[src/hdl/mmul_pkg.sv]
// Shared constants, item types and sequencer states for the 4x4 matrix multiplier.
// No dependencies; mmul_mac and multiply_matrices_4x4 refer to this package by scoped names.
package mmul_pkg;

  // Matrix geometry and number format (signed Q(32-FRAC_BITS).FRAC_BITS)
  localparam int DIM       = 4;
  localparam int FRAC_BITS = 16;
  localparam int CELLS     = DIM * DIM;
  localparam int DIM_W     = $clog2(DIM);
  localparam int CELL_W    = $clog2(CELLS);
  localparam int IDX_W     = 4;
  localparam int WORD_W    = 32;
  localparam int PROD_W    = 2 * WORD_W;
  localparam int TERM_W    = PROD_W - FRAC_BITS;
  localparam int ACC_W     = TERM_W + DIM_W + 1;

  // Input item
  typedef struct packed {
    logic [IDX_W-1:0]         element_index;
    logic signed [WORD_W-1:0] left_element;
    logic signed [WORD_W-1:0] right_element;
    logic                     compute_now;
  } request_t;

  // Result item
  typedef struct packed {
    logic signed [WORD_W-1:0] product_element;
    logic [IDX_W-1:0]         product_index;
    logic                     saturated;
    logic                     last_result;
  } result_t;

  // Control that travels with each multiply-accumulate step
  typedef struct packed {
    logic              valid;
    logic              first;
    logic              last;
    logic [CELL_W-1:0] elem;
  } tag_t;

  typedef enum logic [1:0] {
    ST_IDLE,
    ST_RUN,
    ST_FLUSH
  } state_t;

endpackage

[src/hdl/mmul_ram.sv]
// Generic single-write, single-read RAM with registered read data.
// No dependencies; used for both operand matrices.
module mmul_ram #(
  parameter int WIDTH = 32,
  parameter int DEPTH = 16
) (
  input  logic                     clk,
  input  logic                     we,
  input  logic [$clog2(DEPTH)-1:0] waddr,
  input  logic [WIDTH-1:0]         wdata,
  input  logic [$clog2(DEPTH)-1:0] raddr,
  output logic [WIDTH-1:0]         rdata
);

  logic [WIDTH-1:0] mem [DEPTH];

  // Write port and registered read port
  always_ff @(posedge clk) begin
    if (we) begin
      mem[waddr] <= wdata;
    end
    rdata <= mem[raddr];
  end

endmodule

[src/hdl/mmul_mac.sv]
// Shared multiply-accumulate datapath: registered 32x32 multiply, shift and
// accumulate, then saturation into the result register. Depends on mmul_pkg.
module mmul_mac (
  input  logic                             clk,
  input  logic                             rst,
  input  logic signed [mmul_pkg::WORD_W-1:0] left_op,
  input  logic signed [mmul_pkg::WORD_W-1:0] right_op,
  input  mmul_pkg::tag_t                   tag,
  output logic                             pending,
  output mmul_pkg::result_t                result,
  output logic                             valid
);

  localparam int TERM_W = mmul_pkg::TERM_W;
  localparam int ACC_W  = mmul_pkg::ACC_W;
  localparam int WORD_W = mmul_pkg::WORD_W;

  logic signed [mmul_pkg::PROD_W-1:0] prod;
  mmul_pkg::tag_t                     prod_tag;
  logic signed [ACC_W-1:0]            acc;
  logic signed [ACC_W-1:0]            acc_next;
  logic signed [TERM_W-1:0]           term;
  logic                               sum_done;
  logic [mmul_pkg::CELL_W-1:0]        sum_cell;
  logic [ACC_W-WORD_W:0]              acc_top;
  logic                               in_range;
  mmul_pkg::result_t                  result_next;

  // Multiply stage
  always_ff @(posedge clk) begin
    prod <= left_op * right_op;
  end

  always_ff @(posedge clk) begin
    if (rst) begin
      prod_tag <= '0;
    end else begin
      prod_tag <= tag;
    end
  end

  // Floor shift of the product, then accumulate exactly
  assign term     = prod[mmul_pkg::PROD_W-1:mmul_pkg::FRAC_BITS];
  assign acc_next = (prod_tag.first ? {ACC_W{1'b0}} : acc)
                  + {{(ACC_W-TERM_W){term[TERM_W-1]}}, term};

  always_ff @(posedge clk) begin
    if (prod_tag.valid) begin
      acc      <= acc_next;
      sum_cell <= prod_tag.elem;
    end
  end

  always_ff @(posedge clk) begin
    if (rst) begin
      sum_done <= 1'b0;
    end else begin
      sum_done <= prod_tag.valid & prod_tag.last;
    end
  end

  // Saturate the finished sum to 32 bits
  assign acc_top  = acc[ACC_W-1:WORD_W-1];
  assign in_range = (&acc_top) | ~(|acc_top);

  always_comb begin
    result_next.product_index = mmul_pkg::IDX_W'(sum_cell);
    result_next.last_result   = (32'(sum_cell) == 32'(mmul_pkg::CELLS - 1));
    result_next.saturated     = ~in_range;
    if (in_range) begin
      result_next.product_element = acc[WORD_W-1:0];
    end else if (acc[ACC_W-1]) begin
      result_next.product_element = {1'b1, {(WORD_W-1){1'b0}}};
    end else begin
      result_next.product_element = {1'b0, {(WORD_W-1){1'b1}}};
    end
  end

  // Result register
  always_ff @(posedge clk) begin
    if (sum_done) begin
      result <= result_next;
    end
  end

  always_ff @(posedge clk) begin
    if (rst) begin
      valid <= 1'b0;
    end else begin
      valid <= sum_done;
    end
  end

  assign pending = prod_tag.valid;

endmodule

[src/hdl/multiply_matrices_4x4.sv]
// 4x4 signed Q16.16 matrix multiplier: top level with operand RAMs and sequencer.
// Depends on mmul_pkg, mmul_ram and mmul_mac.
//
// Usage:
//   An item on request is accepted at a clock edge with start high and busy low.
//   Each item writes its left and right elements at element_index into the two
//   operand RAMs (indexes of DIM*DIM or more store nothing). An item without
//   compute_now leaves busy low, and the next item may follow.
//   An item with compute_now raises busy and runs DIM^3 (64) multiply-accumulate
//   steps through one shared multiplier and adder, one step per cycle, paced by
//   the single read port of each operand RAM. The 16 product elements come out
//   row by row, each for one cycle with valid high. Busy stays high through the
//   run and a flush of the read and multiply stages; the last result is shown in
//   the first cycle with busy low, so a new item can be accepted alongside it.
//   The receiver cannot stall; results are taken the cycle they are shown.
//   Sums are exact, then clipped to 32 bits with saturated set when clipped.
//   Reset clears the sequencer and strobes; the operand RAMs are not cleared and
//   must be written before they are used in a product.
module multiply_matrices_4x4 (
  input  logic               clk,
  input  logic               rst,
  input  logic               start,
  input  mmul_pkg::request_t request,
  output logic               busy,
  output mmul_pkg::result_t  result,
  output logic               valid
);

  localparam int DIM_W  = mmul_pkg::DIM_W;
  localparam int CELL_W = mmul_pkg::CELL_W;
  localparam int WORD_W = mmul_pkg::WORD_W;

  mmul_pkg::state_t  state;
  mmul_pkg::state_t  state_next;
  logic              accept;
  logic              store_en;
  logic              issue;
  logic              last_step;
  logic [DIM_W-1:0]  row;
  logic [DIM_W-1:0]  col;
  logic [DIM_W-1:0]  k;
  logic [CELL_W-1:0] elem;
  logic [CELL_W-1:0] left_raddr;
  logic [CELL_W-1:0] right_raddr;
  logic [CELL_W-1:0] waddr;
  logic [WORD_W-1:0] left_rdata;
  logic [WORD_W-1:0] right_rdata;
  mmul_pkg::tag_t    issue_tag;
  mmul_pkg::tag_t    read_tag;
  logic              mac_pending;

  assign accept   = start & ~busy;
  assign store_en = accept & (32'(request.element_index) < 32'(mmul_pkg::CELLS));
  assign waddr    = CELL_W'(request.element_index);

  // Operand memories
  mmul_ram #(
    .WIDTH (WORD_W),
    .DEPTH (mmul_pkg::CELLS)
  ) u_left_ram (
    .clk   (clk),
    .we    (store_en),
    .waddr (waddr),
    .wdata (request.left_element),
    .raddr (left_raddr),
    .rdata (left_rdata)
  );

  mmul_ram #(
    .WIDTH (WORD_W),
    .DEPTH (mmul_pkg::CELLS)
  ) u_right_ram (
    .clk   (clk),
    .we    (store_en),
    .waddr (waddr),
    .wdata (request.right_element),
    .raddr (right_raddr),
    .rdata (right_rdata)
  );

  // Step indices: k innermost, then column, then row
  assign last_step = (row == DIM_W'(mmul_pkg::DIM - 1))
                   & (col == DIM_W'(mmul_pkg::DIM - 1))
                   & (k == DIM_W'(mmul_pkg::DIM - 1));

  assign left_raddr  = CELL_W'(row) * CELL_W'(mmul_pkg::DIM) + CELL_W'(k);
  assign right_raddr = CELL_W'(k) * CELL_W'(mmul_pkg::DIM) + CELL_W'(col);

  // Next state
  always_comb begin
    state_next = state;
    case (state)
      mmul_pkg::ST_IDLE: begin
        if (accept && request.compute_now) begin
          state_next = mmul_pkg::ST_RUN;
        end
      end
      mmul_pkg::ST_RUN: begin
        if (last_step) begin
          state_next = mmul_pkg::ST_FLUSH;
        end
      end
      mmul_pkg::ST_FLUSH: begin
        if (!read_tag.valid && !mac_pending) begin
          state_next = mmul_pkg::ST_IDLE;
        end
      end
      default: state_next = mmul_pkg::ST_IDLE;
    endcase
  end

  // Sequencer outputs
  always_comb begin
    busy  = 1'b1;
    issue = 1'b0;
    case (state)
      mmul_pkg::ST_IDLE:  busy  = 1'b0;
      mmul_pkg::ST_RUN:   issue = 1'b1;
      mmul_pkg::ST_FLUSH: issue = 1'b0;
      default:            busy  = 1'b0;
    endcase
  end

  always_ff @(posedge clk) begin
    if (rst) begin
      state <= mmul_pkg::ST_IDLE;
    end else begin
      state <= state_next;
    end
  end

  // Index counters, cleared on every accept
  always_ff @(posedge clk) begin
    if (rst || accept) begin
      row  <= '0;
      col  <= '0;
      k    <= '0;
      elem <= '0;
    end else if (issue) begin
      if (k == DIM_W'(mmul_pkg::DIM - 1)) begin
        k    <= '0;
        elem <= elem + CELL_W'(1);
        if (col == DIM_W'(mmul_pkg::DIM - 1)) begin
          col <= '0;
          row <= row + DIM_W'(1);
        end else begin
          col <= col + DIM_W'(1);
        end
      end else begin
        k <= k + DIM_W'(1);
      end
    end
  end

  // Tag is registered so that it lines up with the registered RAM read data
  always_comb begin
    issue_tag.valid = issue;
    issue_tag.first = (k == '0);
    issue_tag.last  = (k == DIM_W'(mmul_pkg::DIM - 1));
    issue_tag.elem  = elem;
  end

  always_ff @(posedge clk) begin
    if (rst) begin
      read_tag <= '0;
    end else begin
      read_tag <= issue_tag;
    end
  end

  mmul_mac u_mac (
    .clk      (clk),
    .rst      (rst),
    .left_op  (left_rdata),
    .right_op (right_rdata),
    .tag      (read_tag),
    .pending  (mac_pending),
    .result   (result),
    .valid    (valid)
  );

  // A result only ever follows a busy cycle
  assert property (@(posedge clk) disable iff (rst) valid |-> $past(busy))
    else $error("result strobe without a preceding busy cycle");

  // The final element is never followed directly by another result
  assert property (@(posedge clk) disable iff (rst)
    (valid && result.last_result) |=> !valid)
    else $error("result strobe right after the final element");

  // A compute request always makes the block busy
  assert property (@(posedge clk) disable iff (rst)
    (accept && request.compute_now) |=> busy)
    else $error("compute request accepted but block not busy");

  // While idle, the only result shown is the final element
  assert property (@(posedge clk) disable iff (rst)
    (valid && !busy) |-> result.last_result)
    else $error("non-final result shown while idle");

endmodule

[config.mk]
export PLATFORM = sky130hd
export DESIGN_NAME = multiply_matrices_4x4
export DESIGN_NICKNAME = d
export VERILOG_FILES = /design/src/hdl/mmul_pkg.sv /design/src/hdl/mmul_ram.sv /design/src/hdl/mmul_mac.sv /design/src/hdl/multiply_matrices_4x4.sv
export SDC_FILE = /design/constraint.sdc
export NUM_CORES = 2
export LEC_CHECK = 0
export BUFFER_PORTS_ARGS = -buffer_cell sky130_fd_sc_hd__buf_4
export CAP_MARGIN = 30
export CELL_PAD_IN_SITES_DETAIL_PLACEMENT = 1
export CELL_PAD_IN_SITES_GLOBAL_PLACEMENT = 2
export CORE_UTILIZATION = 51
export CTS_CLUSTER_SIZE = 8
export DETAILED_ROUTE_END_ITERATION = 8
export MAX_ROUTING_LAYER = met4
export PLACE_DENSITY = 0.86
export RECOVER_POWER = 25
export SLEW_MARGIN = 10
export SYNTH_ARGS = -nofsm -noshare
export SYNTH_HDL_FRONTEND = slang
export SYNTH_SLANG_ARGS = --single-unit
export TNS_END_PERCENT = 1
[constraint.sdc]
create_clock -name clk -period 21.9 [get_ports clk]
set_input_delay 2.19 -clock clk [delete_from_list [all_inputs] [get_ports clk]]
set_output_delay 2.19 -clock clk [all_outputs]
set_load 0.01 [all_outputs]
## After elaboration in Yosys (flattened, before gate mapping)

Memories as Yosys holds them, arrays and structs flattened. A register that Yosys moved wholly into a read port is not among the register bits.
Index checks and enable logic that the tools add are counted.

- Memory bits (writable): 1024
- Memories: 2
- Register bits: 185
- Logic and storage cells: 75
- Output and inout bits: 40
- Bits of input ports: 72

- Bitwise gates (word level): 8
- $mul: 1
- Reduce and logical (&&, ||, !) cells: 13
- Equal/unequal tests: 9
- Add/sub/neg operators: 7
- Mux-type cells: 13

Memory list:

| memory | depth | bits a word | read ports | clocked after Yosys merged registers in | wr ports | RTL line | RTL |
|---|---|---|---|---|---|---|---|
| u_left_ram.mem | 16 | 32 | 1 | 1 | 1 | mmul_ram.sv:15 | `logic [WIDTH-1:0] mem [DEPTH];` |
| u_right_ram.mem | 16 | 32 | 1 | 1 | 1 | mmul_ram.sv:15 |  |

Operator list:

| operator | count |
|---|---|
| 32-bit by 32-bit multiplier with 64-bit output | 1 |
| 32-bit 2-to-1 mux | 2 |
| 51-bit adder | 1 |
| 51-bit 2-to-1 mux | 1 |
| 20-bit AND reduction | 1 |
| 20-bit OR reduction | 1 |
| 2-bit 2-to-1 mux | 5 |
| 4-bit by 2-bit adder with 4-bit output | 2 |
| 2-bit == test (second input constant) | 4 |
| 2-bit by 1-bit adder with 2-bit output (second input constant) | 3 |
| 2-bit != test (second input constant) | 3 |
| 2-bit case mux with 3 select lines | 1 |
| 3-bit AND reduction | 2 |
| 4-bit by 1-bit adder with 4-bit output (second input constant) | 1 |
| 1-bit AND | 4 |
| 4-bit == test (second input constant) | 1 |
| 2-bit logical NOT | 2 |
| 1-bit 2-to-1 mux | 4 |
| 1-bit NOT | 3 |
| 2-bit by 1-bit == test with 1-bit output (second input constant) | 1 |
| 1-bit logical AND | 2 |
| 1-bit logical NOT | 2 |
| 2-bit AND reduction | 1 |
| 2-bit OR reduction | 1 |
| 2 further kinds | 2 |

## Logic depth before layout (Yosys ltp)

- Word-level depth: 8
- Gate-level depth with buffers: 28
- Depth with buffers taken out: 27

## Hierarchy

From an unflattened synthesis, not the netlist that was laid out.

- Cell total of the unflattened synthesis: 6105
- Area, all modules: 82810.7 µm²

Modules (own cells, without submodules):

| module | seq. area each (µm²) | cells each | times used | area an instance (µm²) |
|---|---|---|---|---|
| mmul_mac | 3933.8 | 4346 | 1 | 42244.3 |
| mmul_ram | 16015.4 | 838 | 2 | 19854.0 |
| multiply_matrices_4x4 | 380.4 | 83 | 1 | 858.3 |

## Least setup slack after synthesis

OpenSTA, ideal clock, no wires.

- Kind: reg2reg
- Start: reg u_right_ram.rdata[2], read port of u_right_ram.mem
- End: reg u_mac.prod[63] in the netlist's numbering
- Clock period less this slack: 7809 ps
- Library setup time: 72 ps
- Required time: 21828 ps
- Stages on the path, launching flop included: 26
- Slack: 14091 ps
- Buffers on the path: 1
- Arrival time: 7736 ps
- Cell sequence: dfxtp_1 > clkbuf_1 > nand2_1 > inv_1 > fa_1 > fa_1 > fa_1 > inv_1 > fa_1 > fa_1 > inv_1 > fa_1 > inv_1 > fa_1 > inv_1 > fa_1 > ha_1 > a21o_1 > a21oi_1 > or4b_4 > a21oi_2 > inv_1 > o311a_4 > o22a_1 > a21oi_2 > xnor2_1

- Longest elaborated chain between the ends: 1

Ends and longest elaborated chain:

| element | RTL line | RTL |
|---|---|---|
| start: declaration | mmul_ram.sv:12 | `output logic [WIDTH-1:0] rdata` |
| 32-bit by 32-bit multiplier with 64-bit output | mmul_mac.sv:31 | `prod <= left_op * right_op;` |
| end signal: assignment | mmul_mac.sv:31 |  |
| end: declaration | mmul_mac.sv:18 | `logic signed [mmul_pkg::PROD_W-1:0] prod;` |

No other way between the ends.
A chain may end at the register's enable or synchronous reset.

## Worst setup path in the final report

- Start: reg u_left_ram.rdata[31], read port of u_left_ram.mem
- End: reg u_mac.prod[63] in the netlist's numbering

- Longest elaborated chain between the ends: 1

Ends and longest elaborated chain:

| element | RTL line |
|---|---|
| start: declaration | mmul_ram.sv:12 |
| 32-bit by 32-bit multiplier with 64-bit output | mmul_mac.sv:31 |

No other way between the ends.

==> qor.csv <==
metric,value,unit
global-route wire length before repair,351000,um
Starting Density,0.517,
Crit Path Max Fanout,32,
cell count after synthesis,6071,
Core ar.,161000,um2
top cells by instance count after synthesis,"edfxtp_1 (1117), fa_1 (1082), inv_1 (1022)",
nets,7558,
count of final hold-check violations,0,
synthesis warning total,0,
Setup Skew,67.2,ps
layout cells sized above 1,0.118,
Area growth syn-to-layout,10.4,%
maximum clock insertion buffer count,3,
most area-consuming cells after synthesis,"edfxtp_1 (40%), fa_1 (26%), mux4_2 (8.6%), inv_1 (4.6%), and2_1 (3.9%)",
H-tree depth,4,
Synth Net Count,7463,
antenna violations before repair,14,
clk sinks,1257,
"Primary FF master, synth",edfxtp_1,
Die X,406,um
Filler cells,15500,
Clock Latency Late Sink,840,ps
worst relative slew slack,-1.19,
crit-path most repeated cell,fa_1,
post-route minimum period,8510,ps
post-cts sizing count,0,
Crit. End Element,flip-flop,
largest area contributor in the netlist,edfxtp_1,
Synth Cell Area,83300,um2
fmax,118,MHz
Setup-failing EPs final,0,
largest net degree at the start of global routing,55,
DIE AREA,165000,um2
top-count cell post-synth,edfxtp_1,
Slew Limit Fails,86,
FP Rows,147,
Final ANT Viol Nets,0,
syn_area_per_cell,13.7,um2
cts hold-fix bufs,0,
DR WL/cell,27.1,um
DP HPWL,150000,um
worst path required time,22560,ps
sequential-to-total area share from yosys stat,0.436,
Yosys cell types,76,
Worst-Margin Slew,3280,ps
Die Ht,406,um
critical path type,reg -> reg,
FF-to-FF path depth,26,
CTS tree,yes,
vias in the first global route,55300,
Top Family by Delay on Critical Path,adder cells,
total track usage,0.297,
share of the synthesized area in the top cell type,0.402,
Vias/cell,5.74,
CP max stage delay,900,ps
violated checks,"capacitance limit, slew limit",
Arrival @ worst endpoint,9160,ps
Initial DRC Count,3900,
Post-Route WL,230000,um
number of flops mapped to enable cells by yosys,1117,
max-cap violations,2,
I/O pins,112,
Buffers & Inverters on Critical Path,7,
startpoint types,flip-flop,
hold path depth,0,
total gr overflow,0,
TritonCTS Buffers,177,
Setup Buffers After CTS,0,
first drt pass iteration count,7,
RSZ-0062 raised after global routing,no,
asr flop ratio synth,0,
Synth Register Bits,1257,
cell depth of the worst setup path,26,
critical path's slowest cell,fa_1,
clk slew on worst S/H paths,50,ps
path type of the worst min-delay path,reg -> reg,
DR vias,48700,
Buffers on Ports,111,
clock root buffer,clkbuf_16,
DRC errors left,0,
Total Neg Setup Slack,0,ps
Tcrit/Tclk final,0.388,
RePlAce Congestion,0.865,
status,"complete, but fails checks",
## path summary, 6_finish.rpt
path                                                    from                           to  slack, ps
worst max register to register  u_left_ram.rdata[31]$_DFF_P_       u_mac.prod[63]$_DFF_P_      13390
worst min-delay path            u_mac.prod_tag[1]$_SDFF_PP0_  u_mac.sum_cell[1]$_DFFE_PP_        400
worst max-delay path            u_left_ram.rdata[31]$_DFF_P_       u_mac.prod[63]$_DFF_P_      13390
worst min register to register  u_mac.prod_tag[1]$_SDFF_PP0_  u_mac.sum_cell[1]$_DFFE_PP_        400
## area by class of cell
cell class              count  area [um2]  share of cell area
flip-flops and latches   1257       36400               0.395
clock buffers             310        4940              0.0537
inverters                1023        3840              0.0417
repair buffers            217        1590              0.0173
clock inverters            18         417             0.00453
multi-input cells        3490       42100               0.458
well taps                2160        2700              0.0294
diodes                     12        30.0            0.000326
## placed cells by master (no fill, tap or decap), drive strengths merged, types with 11 or more instances in the layout
master and count:
ha 238, xnor2 74, xor2 31, nand4 21
nand2 564, o21a 19, inv 1027, a21o 34
nor2b 48, o21bai 15, mux4 320, nor3 27
clkbuf 357, a21oi 119, buf 170, fa 1082
nor2 132, and2 514, clkinv 11, diode 12
dfxtp 140, nand3 33, edfxtp 1117, o21ai 83
nand2b 23
## cell families (layout without fill, tap and decap cells)
family	after synthesis	in the layout	synth area share
AND/OR/NAND/NOR	1401	1401	0.0839
buffers and inverters	1324	1568	0.0598
adder cells (fa/ha/maj)	1320	1320	0.296
flip-flops	1257	1257	0.436
AO/OA/AOI/OAI	340	340	0.0265
multiplexers	324	324	0.0870
XOR/XNOR	105	105	0.0110
other	0	12	0
## layer usage
metal / global-route usage / routed length, um / vias up
li1: - / - / 20300
met1: 0.402 / 98100 / 26200
met2: 0.468 / 111000 / 1895
met3: 0.0481 / 14900 / 378
met4: 0.0873 / 5650 / 0
met5: - / 0 / -
## state kept, by name, indices dropped and copies added, names as in the netlist, 4 cells and up
| register | flops |
|---|---|
| u_mac.prod | 48 |
| u_left_ram.mem | 512 |
| u_mac.result | 38 |
| u_mac.sum_cell | 4 |
| u_mac.acc | 51 |
| u_mac.prod_tag | 6 |
| u_right_ram.rdata | 32 |
| elem | 4 |
| u_right_ram.mem | 512 |
| u_left_ram.rdata | 32 |
| read_tag | 7 |
## metrics by stage
stage	cell area, um2	setup slack, ps	hold WS [ps]	cells	utilization
2_1_floorplan	83300	14090	386	6071	-
3_3_place_gp	86600	13530	387	8139	0.537
3_5_place_dp	86800	13330	397	8146	0.538
4_1_cts	92200	13300	409	8474	0.571
5_1_grt	92000	12870	413	8485	0.570
6_report	92000	13390	405	8487	0.570
Power is left out: the tool's default activity adds up to more than one toggle a clock period on the data nets, which glitch-free logic cannot reach.
